### config.mk
export PLATFORM = sky130hd
export DESIGN_NAME = stream_find_replace
export DESIGN_NICKNAME = d
export VERILOG_FILES = /design/src/design/sfr_pkg.sv /design/src/design/stream_find_replace.sv
export VERILOG_INCLUDE_DIRS = /design/src /design/src/design
export SDC_FILE = /design/constraint.sdc
export NUM_CORES = 1
export LEC_CHECK = 0
export BUFFER_PORTS_ARGS = -buffer_cell sky130_fd_sc_hd__clkbuf_2
export CELL_PAD_IN_SITES_DETAIL_PLACEMENT = 1
export CELL_PAD_IN_SITES_GLOBAL_PLACEMENT = 1
export CORE_ASPECT_RATIO = 0.9
export CORE_MARGIN = 2
export CORE_UTILIZATION = 46
export CTS_CLUSTER_SIZE = 20
export DETAILED_ROUTE_END_ITERATION = 12
export GPL_ROUTABILITY_DRIVEN = 0
export GPL_TIMING_DRIVEN = 0
export PLACE_DENSITY_LB_ADDON = 0.05
export REMOVE_ABC_BUFFERS = 1
export SLEW_MARGIN = 25
export SYNTH_ARGS = -nofsm -noshare
export SYNTH_HDL_FRONTEND = slang
export SYNTH_SLANG_ARGS = --single-unit
### constraint.sdc
create_clock -name clock -period 5.52 [get_ports clock]
set_clock_uncertainty 0.05 [all_clocks]
set_input_delay 0.552 -clock clock [delete_from_list [all_inputs] [get_ports clock]]
set_output_delay 0.552 -clock clock [all_outputs]
set_load 0.01 [all_outputs]
### src/design/stream_find_replace_macros.svh
// assertion helpers shared by the stream find/replace design
`ifndef STREAM_FIND_REPLACE_MACROS_SVH
`define STREAM_FIND_REPLACE_MACROS_SVH

// condition that must hold at every clock edge outside reset
`define SFR_ASSERT_ALWAYS(label, clk, rst, cond, msg) \
   label: assert property (@(posedge clk) disable iff (rst) (cond)) else $error(msg);

// same-cycle implication
`define SFR_ASSERT_IMPL(label, clk, rst, ante, cons, msg) \
   label: assert property (@(posedge clk) disable iff (rst) (ante) |-> (cons)) else $error(msg);

// next-cycle implication
`define SFR_ASSERT_NEXT(label, clk, rst, ante, cons, msg) \
   label: assert property (@(posedge clk) disable iff (rst) (ante) |=> (cons)) else $error(msg);

`endif

### src/design/sfr_pkg.sv
`default_nettype none

package sfr_pkg;

   // field widths
   localparam int BYTE_W = 8;
   localparam int LEN_W  = 4;

   // register port geometry: four 64-bit registers at 8-byte spacing
   localparam int CSR_DATA_W = 64;
   localparam int CSR_IDX_W  = 2;
   localparam int CSR_LSB    = 3;
   localparam int CSR_ADDR_W = CSR_IDX_W + CSR_LSB;

   // bytes held by one pattern register
   localparam int PAT_BYTES = CSR_DATA_W / BYTE_W;

   // default size limits
   localparam int PATTERN_MAX_DEF = 8;
   localparam int REPLACE_MAX_DEF = 8;

   typedef enum logic [CSR_IDX_W-1:0] {
      REG_SEARCH_PATTERN  = 2'd0,
      REG_SEARCH_LENGTH   = 2'd1,
      REG_REPLACE_PATTERN = 2'd2,
      REG_REPLACE_LENGTH  = 2'd3
   } csr_idx_type;

   typedef struct packed {
      logic [BYTE_W-1:0] in_byte;
      logic              in_last;
   } req_type;

   typedef struct packed {
      logic [BYTE_W-1:0] out_byte;
      logic              out_valid;
      logic              out_last;
   } rsp_type;

endpackage

`default_nettype wire

### src/design/stream_find_replace.sv
// stream_find_replace: byte stream find and replace
//
// req channel: one text byte per beat, in_last on the final byte of a text.
// rsp channel: rewritten bytes, one per beat; out_last on the final beat of
// a text; a text that rewrites to nothing yields one end marker beat with
// out_valid low. csr port: search/replace patterns (first byte in bits 7..0)
// and their lengths at byte addresses 0, 8, 16, 24; write only while idle.
// A byte taken into the input register is processed into the result buffer
// once that has room, and its first result beat is offered from there.
// Throughput: one byte per cycle while each byte yields at most one beat
// and rsp is not stalled; a byte that yields more beats holds the processing
// stage while the result buffer drains one beat per cycle that rsp is ready.
// The input register still takes one beat while results wait, so a stall
// on rsp fills the input register and then drops req_ready.
// Reset empties the window, the input register and the result buffer, and
// loads the patterns with zero, search length one and replace length zero.
`default_nettype none
`include "stream_find_replace_macros.svh"

module stream_find_replace #(
   parameter int PATTERN_MAX = sfr_pkg::PATTERN_MAX_DEF,
   parameter int REPLACE_MAX = sfr_pkg::REPLACE_MAX_DEF
) (
   input  wire logic                             clock,
   input  wire logic                             reset,
   input  wire logic                             req_valid,
   output logic                                  req_ready,
   input  wire sfr_pkg::req_type                 req_data,
   output logic                                  rsp_valid,
   input  wire logic                             rsp_ready,
   output sfr_pkg::rsp_type                      rsp_data,
   input  wire logic                             psel,
   input  wire logic                             penable,
   input  wire logic                             pwrite,
   input  wire logic [sfr_pkg::CSR_ADDR_W-1:0]   paddr,
   input  wire logic [sfr_pkg::CSR_DATA_W-1:0]   pwdata,
   output logic [sfr_pkg::CSR_DATA_W-1:0]        prdata,
   output logic                                  pready
);
   import sfr_pkg::*;

   localparam int PAT_CAP   = (PATTERN_MAX < PAT_BYTES) ? PATTERN_MAX : PAT_BYTES;
   localparam int REP_CAP   = (REPLACE_MAX < PAT_BYTES) ? REPLACE_MAX : PAT_BYTES;
   localparam int RES_DEPTH = (PAT_CAP > REP_CAP) ? PAT_CAP : REP_CAP;
   localparam int CNT_W     = $clog2(PAT_CAP + 1);
   localparam int BUF_CW    = $clog2(RES_DEPTH + 1);

   // configuration registers
   logic [CSR_DATA_W-1:0] search_ff;
   logic [LEN_W-1:0]      slen_ff;
   logic [CSR_DATA_W-1:0] replace_ff;
   logic [LEN_W-1:0]      rlen_ff;
   logic                  csr_wr;
   csr_idx_type           csr_idx;

   // input register
   logic    in_vld_ff;
   req_type in_data_ff;

   // pending window
   logic [BYTE_W-1:0] win_ff [PAT_CAP];
   logic [BYTE_W-1:0] win_in [PAT_CAP];
   logic [CNT_W-1:0]  cnt_ff;
   logic [CNT_W-1:0]  cnt_in;

   // result buffer, head at entry zero
   rsp_type           buf_ff [RES_DEPTH];
   rsp_type           list_in [RES_DEPTH];
   logic [BUF_CW-1:0] buf_cnt_ff;
   logic [BUF_CW-1:0] buf_cnt_in;

   // processing signals
   logic [LEN_W-1:0]  slen;
   logic [LEN_W-1:0]  rlen;
   logic [LEN_W-1:0]  cnt_ext;
   logic [LEN_W-1:0]  cnt_app;
   logic [BYTE_W-1:0] win_app [PAT_CAP];
   logic [BYTE_W-1:0] rep_b [RES_DEPTH];
   logic [BYTE_W-1:0] win_b [RES_DEPTH];
   logic              hit;
   logic              match;
   logic              emit_one;
   logic              last;
   logic              marker;
   logic [LEN_W-1:0]  n_raw;
   logic [LEN_W-1:0]  n_res;
   logic              fire;
   logic              pop;
   logic              buf_free;

   // csr write decode and read mux
   assign pready  = 1'b1;
   assign csr_wr  = psel && penable && pwrite;
   assign csr_idx = csr_idx_type'(paddr[CSR_ADDR_W-1:CSR_LSB]);

   always_ff @(posedge clock) begin
      if (reset) begin
         search_ff  <= '0;
         slen_ff    <= LEN_W'(1);
         replace_ff <= '0;
         rlen_ff    <= '0;
      end else if (csr_wr) begin
         unique case (csr_idx)
            REG_SEARCH_PATTERN:  search_ff  <= pwdata;
            REG_SEARCH_LENGTH:   slen_ff    <= pwdata[LEN_W-1:0];
            REG_REPLACE_PATTERN: replace_ff <= pwdata;
            REG_REPLACE_LENGTH:  rlen_ff    <= pwdata[LEN_W-1:0];
            default: ;
         endcase
      end
   end

   always_comb begin
      unique case (csr_idx)
         REG_SEARCH_PATTERN:  prdata = search_ff;
         REG_SEARCH_LENGTH:   prdata = CSR_DATA_W'(slen_ff);
         REG_REPLACE_PATTERN: prdata = replace_ff;
         REG_REPLACE_LENGTH:  prdata = CSR_DATA_W'(rlen_ff);
         default:             prdata = '0;
      endcase
   end

   // effective lengths: a zero search length counts as one, both clamped to the window and replace limits
   always_comb begin
      slen = slen_ff;
      if (slen_ff == '0) begin
         slen = LEN_W'(1);
      end else if (slen_ff > LEN_W'(PAT_CAP)) begin
         slen = LEN_W'(PAT_CAP);
      end
      rlen = rlen_ff;
      if (rlen_ff > LEN_W'(REP_CAP)) begin
         rlen = LEN_W'(REP_CAP);
      end
   end

   // handshakes
   assign rsp_valid = buf_cnt_ff != '0;
   assign rsp_data  = buf_ff[0];
   assign pop       = rsp_valid && rsp_ready;
   assign buf_free  = (buf_cnt_ff == '0) || (buf_cnt_ff == BUF_CW'(1) && rsp_ready);
   assign fire      = in_vld_ff && buf_free;
   assign req_ready = !in_vld_ff || fire;

   always_ff @(posedge clock) begin
      if (reset) begin
         in_vld_ff <= 1'b0;
      end else if (req_ready) begin
         in_vld_ff <= req_valid;
      end
   end

   always_ff @(posedge clock) begin
      if (req_valid && req_ready) begin
         in_data_ff <= req_data;
      end
   end

   // window with the new byte appended
   assign cnt_ext = LEN_W'(cnt_ff);
   assign cnt_app = (cnt_ff == CNT_W'(PAT_CAP)) ? cnt_ext : cnt_ext + LEN_W'(1);
   assign last    = in_data_ff.in_last;

   always_comb begin
      for (int j = 0; j < PAT_CAP; j++) begin
         win_app[j] = (LEN_W'(j) < cnt_ext) ? win_ff[j] : in_data_ff.in_byte;
      end
   end

   // compare the window, with the new byte appended, against the first slen bytes of the search pattern
   always_comb begin
      hit = 1'b1;
      for (int j = 0; j < PAT_CAP; j++) begin
         if (LEN_W'(j) < slen && win_app[j] != search_ff[BYTE_W*j +: BYTE_W]) begin
            hit = 1'b0;
         end
      end
   end

   assign match    = (cnt_app == slen) && hit;
   assign emit_one = !match && (cnt_app >= slen);

   // number of result beats for this byte
   always_comb begin
      priority if (match) begin
         n_raw = rlen;
      end else if (last) begin
         n_raw = cnt_app;
      end else if (emit_one) begin
         n_raw = LEN_W'(1);
      end else begin
         n_raw = '0;
      end
   end

   assign marker = last && (n_raw == '0);
   assign n_res  = marker ? LEN_W'(1) : n_raw;

   // source bytes per result slot
   for (genvar g = 0; g < RES_DEPTH; g++) begin : g_src
      if (g < REP_CAP) begin : g_rep
         assign rep_b[g] = replace_ff[BYTE_W*g +: BYTE_W];
      end else begin : g_norep
         assign rep_b[g] = '0;
      end
      if (g < PAT_CAP) begin : g_win
         assign win_b[g] = win_app[g];
      end else begin : g_nowin
         assign win_b[g] = '0;
      end
   end

   // result list: replacement on a match, end marker for an empty last, else the window from its oldest byte
   always_comb begin
      for (int j = 0; j < RES_DEPTH; j++) begin
         list_in[j].out_byte  = marker ? '0 : (match ? rep_b[j] : win_b[j]);
         list_in[j].out_valid = !marker;
         list_in[j].out_last  = last && (LEN_W'(j + 1) == n_res);
      end
   end

   // window after this byte
   for (genvar g = 0; g < PAT_CAP; g++) begin : g_win_nxt
      if (g + 1 < PAT_CAP) begin : g_shift
         assign win_in[g] = emit_one ? win_app[g + 1] : win_app[g];
      end else begin : g_top
         assign win_in[g] = win_app[g];
      end
   end

   always_comb begin
      priority if (match || last) begin
         cnt_in = '0;
      end else if (emit_one) begin
         cnt_in = CNT_W'(cnt_app - LEN_W'(1));
      end else begin
         cnt_in = CNT_W'(cnt_app);
      end
   end

   always_ff @(posedge clock) begin
      if (reset) begin
         cnt_ff <= '0;
      end else if (fire) begin
         cnt_ff <= cnt_in;
      end
   end

   always_ff @(posedge clock) begin
      if (fire) begin
         win_ff <= win_in;
      end
   end

   // result buffer: load a fresh list or shift out the head beat
   always_comb begin
      priority if (fire) begin
         buf_cnt_in = BUF_CW'(n_res);
      end else if (pop) begin
         buf_cnt_in = buf_cnt_ff - BUF_CW'(1);
      end else begin
         buf_cnt_in = buf_cnt_ff;
      end
   end

   always_ff @(posedge clock) begin
      if (reset) begin
         buf_cnt_ff <= '0;
      end else begin
         buf_cnt_ff <= buf_cnt_in;
      end
   end

   always_ff @(posedge clock) begin
      if (fire) begin
         buf_ff <= list_in;
      end else if (pop) begin
         for (int j = 0; j + 1 < RES_DEPTH; j++) begin
            buf_ff[j] <= buf_ff[j + 1];
         end
      end
   end

   // checks
   `SFR_ASSERT_ALWAYS(a_buf_bound, clock, reset, buf_cnt_ff <= BUF_CW'(RES_DEPTH), "result buffer overfilled")
   `SFR_ASSERT_ALWAYS(a_win_room, clock, reset, cnt_ff < CNT_W'(PAT_CAP), "window left full between bytes")
   `SFR_ASSERT_NEXT(a_last_clears, clock, reset, fire && in_data_ff.in_last, cnt_ff == '0, "window not empty after last byte")
   `SFR_ASSERT_IMPL(a_marker_last, clock, reset, rsp_valid && !rsp_data.out_valid, rsp_data.out_last, "end marker without last flag")
   `SFR_ASSERT_NEXT(a_in_hold, clock, reset, in_vld_ff && !fire, in_vld_ff, "pending byte lost before processing")

endmodule

`default_nettype wire

-- Yosys cells after proc, flatten, opt, wreduce, memory -nomap -nowiden
Index checks and enable logic that the tools add are counted.
- logic and storage cells: 179
- output and inout port bits: 77
- register bits: 298
- input bits: 85
- mux-type cells: 53
- reductions and logical operators: 41
- equal/unequal tests: 22
- magnitude comparators: 19
- $add $sub $neg: 3
- operators by type and width (cell ; count):
    64-bit case mux with 4 select lines ; 1
    8-bit 2-to-1 mux ; 30
    70-bit 2-to-1 mux ; 2
    8-bit != test ; 8
    4-bit 2-to-1 mux ; 11
    3-bit by 4-bit < comparator with 1-bit output, first input constant ; 8
    1-bit logical AND ; 25
    3-bit by 4-bit equality test with 1-bit output, first input constant ; 4
    1-bit by 4-bit < comparator with 1-bit output, first input constant ; 4
    2-bit by 4-bit < comparator with 1-bit output, first input constant ; 4
    4-bit logical NOT ; 3
    1-bit 2-to-1 mux ; 9
    2-bit by 4-bit equality test with 1-bit output, first input constant ; 2
    4-bit > comparator, second input constant ; 2
    2-bit AND reduction ; 4
    4-bit by 1-bit subtractor with 4-bit output, second input constant ; 2
    4-bit by 1-bit adder with 4-bit output, second input constant ; 1
    1-bit by 4-bit equality test with 1-bit output, first input constant ; 1
    2-bit equality test, second input constant ; 2
    4-bit by 1-bit equality test with 1-bit output, second input constant ; 1
    4-bit equality test ; 1
    4-bit equality test, first input constant ; 1
    4-bit equality test, second input constant ; 1
    4-bit greater-or-equal comparator ; 1
    6 further kinds ; 10

-- Longest topological paths before layout
- word-level depth: 25
- mapped depth: 17
- mapped depth without buffers: 14

-- Least setup slack after synthesis
Ideal clock, no wire load.
- kind: register to register
- from: reg cnt_ff[3], in the netlist cnt_ext[3]
- to: reg buf_ff[42] (netlist bit), data pin
- clock period less this slack: 3.888 ns
- path slack: 1.632 ns
- setup time: 0.272 ns
- arrival time: 3.567 ns
- required time: 5.198 ns
- stages on the path, launching flop included: 18
- path buffers: 6
- cells stage by stage: dfxtp_1 > buf_6 > clkbuf_1 > clkbuf_1 > nand2_1 > nor2_1 > xnor2_1 > ha_1 > inv_1 > a21oi_1 > or3_1 > o21ai_1 > nor2b_1 > clkbuf_1 > or3_1 > buf_4 > buf_4 > o211ai_1
- longest elaborated chain between the ends: 22
- elaborated cells on any way between the ends: 56
- classes of those cells: add/sub: 1; order compare: 9; eq/ne: 10; mux: 23; reduce/logical: 13
- ends and longest elaborated chain (element ; RTL line ; RTL):
    from (decl) ; stream_find_replace.sv:63 ; logic [CNT_W-1:0] cnt_ff;
    from (signal assigned) ; stream_find_replace.sv:245 ; cnt_ff <= cnt_in;
    1-bit by 4-bit < comparator with 1-bit output ; stream_find_replace.sv:166 ; win_app[j] = (LEN_W'(j) < cnt_ext) ? win_ff[j] : in_data_ff.in_byte;
    8-bit 2-to-1 mux ; stream_find_replace.sv:166 ;
    8-bit != test ; stream_find_replace.sv:174 ; if (LEN_W'(j) < slen && win_app[j] != search_ff[BYTE_W*j +: BYTE_W]) begin
    1-bit logical AND ; stream_find_replace.sv:174 ;
    1-bit 2-to-1 mux (8 in a row) ; stream_find_replace.sv:174 ;
    1-bit logical AND ; stream_find_replace.sv:180 ; assign match = (cnt_app == slen) && hit;
    1-bit logical NOT ; stream_find_replace.sv:181 ; assign emit_one = !match && (cnt_app >= slen);
    1-bit logical AND ; stream_find_replace.sv:181 ;
    1-bit 2-to-1 mux ; stream_find_replace.sv:189 ; end else if (emit_one) begin
    4-bit 2-to-1 mux ; stream_find_replace.sv:187 ; end else if (last) begin
    4-bit 2-to-1 mux ; stream_find_replace.sv:185 ; priority if (match) begin
    4-bit logical NOT ; stream_find_replace.sv:196 ; assign marker = last && (n_raw == '0);
    1-bit logical AND ; stream_find_replace.sv:196 ;
    8-bit 2-to-1 mux * ; stream_find_replace.sv:216 ; list_in[j].out_byte = marker ? '0 : (match ? rep_b[j] : win_b[j]);
    70-bit 2-to-1 mux * ; stream_find_replace.sv:275 ; if (fire) begin
    to (signal assigned) ; stream_find_replace.sv:276 ; buf_ff <= list_in;
    to (signal, indexed assignment) ; stream_find_replace.sv:279 ; buf_ff[j] <= buf_ff[j + 1];
    to (decl) ; stream_find_replace.sv:67 ; rsp_type buf_ff [RES_DEPTH];
Mark *: on every way between the ends. The rest lies on a longest branch, timed or not.
A chain may end at the register's enable or synchronous reset.

-- Worst setup path in the final report
- from: reg cnt_ff[3], in the netlist cnt_ext[3]
- to: reg buf_ff[31] (netlist bit), data pin
- longest elaborated chain between the ends: 22
- elaborated cells on any way between the ends: 55
- classes of those cells: add/sub: 1; order compare: 9; eq/ne: 10; mux: 21; reduce/logical: 14
- ends and longest elaborated chain (element ; RTL line ; RTL):
    1-bit by 4-bit < comparator with 1-bit output ; stream_find_replace.sv:166 ;
    8-bit 2-to-1 mux ; stream_find_replace.sv:166 ;
    8-bit != test ; stream_find_replace.sv:174 ;
    1-bit logical AND ; stream_find_replace.sv:174 ;
    1-bit 2-to-1 mux (8 in a row) ; stream_find_replace.sv:174 ;
    1-bit logical AND ; stream_find_replace.sv:180 ;
    1-bit logical NOT ; stream_find_replace.sv:181 ;
    1-bit logical AND ; stream_find_replace.sv:181 ;
    1-bit 2-to-1 mux ; stream_find_replace.sv:189 ;
    4-bit 2-to-1 mux ; stream_find_replace.sv:187 ;
    4-bit 2-to-1 mux * ; stream_find_replace.sv:185 ;
    4-bit logical NOT * ; stream_find_replace.sv:196 ;
    1-bit logical AND * ; stream_find_replace.sv:196 ;
    1-bit logical NOT * ; stream_find_replace.sv:217 ; list_in[j].out_valid = !marker;
    70-bit 2-to-1 mux * ; stream_find_replace.sv:275 ;
Marks and branches as above.

==> impl_summary.md <==
Place
Counting tap cells, the placed design contains a total of 2117 instances. The detailed placement HPWL is 34500 um. The post-detailed-placement cell area is 0.0166 mm2. In this run the tool buffered the top-level ports with 157 buffer cells.

Global routing
After global routing the overflow that remains totals 0. The initial antenna violation count came to 0. The peak-usage layer in the global routing report is met2. The met2 track demand over resource in global routing is 0.482.

The maximum number of pins on one net before global-route repair is 78. The number of global-route vias before repair is 13.0k. For met3 alone, demand over resource in global routing was 0.0377. The overall fraction of global-route tracks in use is 0.284.

The first global-routing pass estimated 76600 um of wire. For this run, global-route usage on met1 was measured as 0.379.

Timing
The period utilization is 0.964. The slew of the pin with the lowest slew margin is 982 ps. The aggregate negative setup slack is 0 ps. The final critical path time including I/O delays and setup is 5320 ps. The normalized max-slew margin is 0.343. The final number of max-transition violations is 0. The setup-violating endpoint count in the final report is 0. Setup repair after global routing left no endpoint under its margin. The final number of hold-violating endpoints is 0. The maximum clock frequency is 0.188 GHz.

Layout
The area growth from synthesis to layout is 15.5%. In the final design database the tool counted 1829 nets. Of the cells placed in the final design, the portion with a size suffix greater than 1 is 0.152. The number of fillers in the final layout is 3782. The number of standard cells in the layout, taps in and fillers out is 2182. The summed area of non-filler cells in the final layout is 0.0177 mm2. The total inserted antenna cells is 0.

Routing
The detail route stage leaves a number of antenna-violating nets equal to 0. The first routing iteration left 728 violations. The average wire per cell in the routed design is 22.7 um.

The number of detailed-routing iterations run before antenna repair is 7. The via count is 12.8k. The total DRC errors in the routed layout is 0. The via count normalized by instance count is 5.85. The total wirelength of the detailed-routed design is 49500 um.

Synth
The sequential fraction of the synthesis area is 0.489. The count of mapped cells out of synthesis is 1637. The number of flops mapped to enable cells by yosys is 153. After synthesis, the netlist uses 64 different library cells.

The average footprint of a synthesized cell is 9.36 um2. The biggest area contributor in the post-synthesis netlist is sky130_fd_sc_hd__edfxtp_1. By area the synthesized netlist is led by sky130_fd_sc_hd__edfxtp_1 (30%), sky130_fd_sc_hd__dfxtp_1 (19%), sky130_fd_sc_hd__mux2i_1 (12%), sky130_fd_sc_hd__nand2_1 (8.5%), sky130_fd_sc_hd__a21oi_1 (4.9%). In the synthesized netlist the dominant register cell turns out to be sky130_fd_sc_hd__edfxtp_1. For this run, asynchronously set or reset flops after synthesis account for 0. Summing every instance area after synthesis gives 0.0153 mm2. The number of register bits inferred by synthesis is 298.

Of the post-synthesis cell area, the dominant cell type holds 0.300. The Yosys step of the flow raised 0 warnings.

Power and ir drop
The internal power of the cells totals 4.85 mW. The clock power share is 0.319. The sequential power share is 0.453. Summed over all cells, the static leakage comes to 6.99 nW. The switching power total is 2.22 mW.

The share of total power consumed by net switching is 0.315. The share of total power dissipated in combinational logic is 0.227. IR analysis of the VDD net gives a maximum drop of 0.231 mV.

Power spread over the standard cell area amounts to 399 mW/mm2.

Floorplanning
The area enclosed by the die boundary is 0.0348 mm2. The overall die width is 196 um. The I/O pin total is 162. The die outline height is 177 um. The starting utilization of the core area is 0.466. The row count is 63.

The total area inside the core boundary comes to 0.0329 mm2.

CTS
The maximum buffer depth of the clock tree is 3. The clock slew seen by the registers of the worst setup and hold paths is 60 ps. The H-tree was split into 2 levels. The cell sitting at the root of the clock tree is a sky130_fd_sc_hd__clkbuf_16. The number of hold-repair buffers added at the cts stage is 0. The clock network latency to the later pin of the worst-skew pair is 540 ps. CTS saw 298 sinks. The CTS tree is yes. The number of clock buffers inserted by TritonCTS is 35.

Critical path
At the worst endpoint, the required time is 5730 ps. STA classifies the critical path startpoint as a flop. The startpoint-to-endpoint class of the critical path is flop to flop. The worst setup path is captured at a flop. The largest driver fanout on the critical path is 28. STA puts the critical path data arrival time at 5530 ps.

Outcome
The flow ran to the end, and the final reports show no timing, DRC or antenna violations.

Flow run
Across the run, the number of max-cap violations was 0.

Hold path
The kind of path behind the tightest hold check is primary input to flop.
[cells in the final DEF, fill, tap and decap left out, drive strengths merged, types with 8 or more instances in the layout]
master / n
o21ai: 22
nand2: 348
a31o: 8
inv: 53
a21oi: 149
o22ai: 23
clkinv: 13
clkbuf: 205
o211ai: 62
buf: 30
dfxtp: 145
edfxtp: 153
nand3: 70
nor4: 11
nor2b: 8
or4: 8
ha: 11
mux2i: 186
xnor2: 45
nand2b: 11
nor2: 96
nor3: 21
[final timing paths]
check | slack [ps] | depth (start not counted) | from | end
max reg2reg | 200 | 12 | cnt_ext[3] | buf_ff[31]
min | 140 | 1 | req_data[2] | in_data_ff[2]
min reg2reg | 420 | 2 | replace_ff[55] | replace_ff[55]
max | 200 | 12 | cnt_ext[3] | buf_ff[31]
[through the flow]
step                setup slack, ps   util  hold slack [ps]  power, mW
floorplan                     -1240      -              390       4.12
finish                          199  0.539              140       7.07
global route                   1.66  0.539              142       7.37
CTS                             221  0.539              129       7.11
detailed placement             -182  0.505              416       4.86
global placement              -5050  0.487              409       4.78
[sequential cells by signal, indices dropped and copies added (netlist names)]
register / count
buf_ff: 70
replace_ff: 64
search_ff: 64
win_ff: 64
rsp_data: 10
in_data_ff: 8
buf_cnt_ff: 4
cnt_ext: 4
rlen_ff: 4
slen_ff: 4
in_vld_ff: 1
last: 1
[final cells by class]
type	instances	area, um2	share of cell area
tap	422	528	0.0298
inverter	52	203	0.0114
sequential	298	7500	0.424
multi-input combinational	1159	7060	0.399
clock inverter	16	121	0.00686
timing repair buffer	187	1300	0.0736
clock buffer	48	986	0.0557
[layer usage]
metal	vias up	wire [um]
met4	0	1330
met1	6377	22100
met5	-	0
met2	327	23800
met3	82	2240
li1	5982	-
[power groups by stage]
stage	Combinational, mW	Clock, mW	Sequential, mW
6_report	1.61	2.26	3.21
5_1_grt	1.75	2.37	3.25
4_1_cts	1.62	2.29	3.20
3_5_place_dp	1.61	0	3.25
3_3_place_gp	1.50	0	3.28
2_1_floorplan	0.921	0	3.20
[cells in the mapped netlist (10+ instances only)]
master / n
sky130_fd_sc_hd__nand2_1: 348
sky130_fd_sc_hd__mux2i_1: 184
sky130_fd_sc_hd__edfxtp_1: 153
sky130_fd_sc_hd__a21oi_1: 149
sky130_fd_sc_hd__dfxtp_1: 145
sky130_fd_sc_hd__nor2_1: 95
sky130_fd_sc_hd__clkbuf_1: 83
sky130_fd_sc_hd__nand3_1: 70
sky130_fd_sc_hd__o211ai_1: 62
sky130_fd_sc_hd__inv_1: 51
sky130_fd_sc_hd__xnor2_1: 45
sky130_fd_sc_hd__buf_4: 24
sky130_fd_sc_hd__o22ai_1: 23
sky130_fd_sc_hd__nor3_1: 20
sky130_fd_sc_hd__o21ai_0: 12
sky130_fd_sc_hd__ha_1: 11
sky130_fd_sc_hd__nand2b_1: 11
sky130_fd_sc_hd__nor4_1: 11
sky130_fd_sc_hd__buf_1: 10
sky130_fd_sc_hd__o21ai_1: 10
[worst max-delay path: stages, from the launching register on]
cell	delay, ps
sky130_fd_sc_hd__dfxtp_2	830
sky130_fd_sc_hd__or3_1	560
sky130_fd_sc_hd__mux2i_2	470
sky130_fd_sc_hd__o221ai_1	160
sky130_fd_sc_hd__a2111o_1	400
sky130_fd_sc_hd__or4_4	460
sky130_fd_sc_hd__o41a_1	500
sky130_fd_sc_hd__nor3_4	250
sky130_fd_sc_hd__buf_8	200
sky130_fd_sc_hd__buf_6	170
sky130_fd_sc_hd__buf_6	210
sky130_fd_sc_hd__mux2i_1	610
sky130_fd_sc_hd__o21ai_1	150
[timing repair]
action / in CTS / in global routing
resized for setup: 0 / 0
setup buffers: 1 / 0
endpoints found under the setup margin: 29 / 0
endpoints found under the hold margin: 0 / 0
[logic make-up (layout without fill, tap and decap cells)]
group | count (synthesis) | in the layout | share of synthesized area
buf+inv | 180 | 303 | 0.0537
xor+xnor | 47 | 47 | 0.0269
mux | 191 | 191 | 0.129
flops | 298 | 298 | 0.489
fa+ha+maj | 11 | 11 | 0.00898
other cells | 1 | 1 | 0.000245
simple gates | 607 | 607 | 0.171
compound gates | 302 | 302 | 0.122
(Power assumes the default switching activity.)
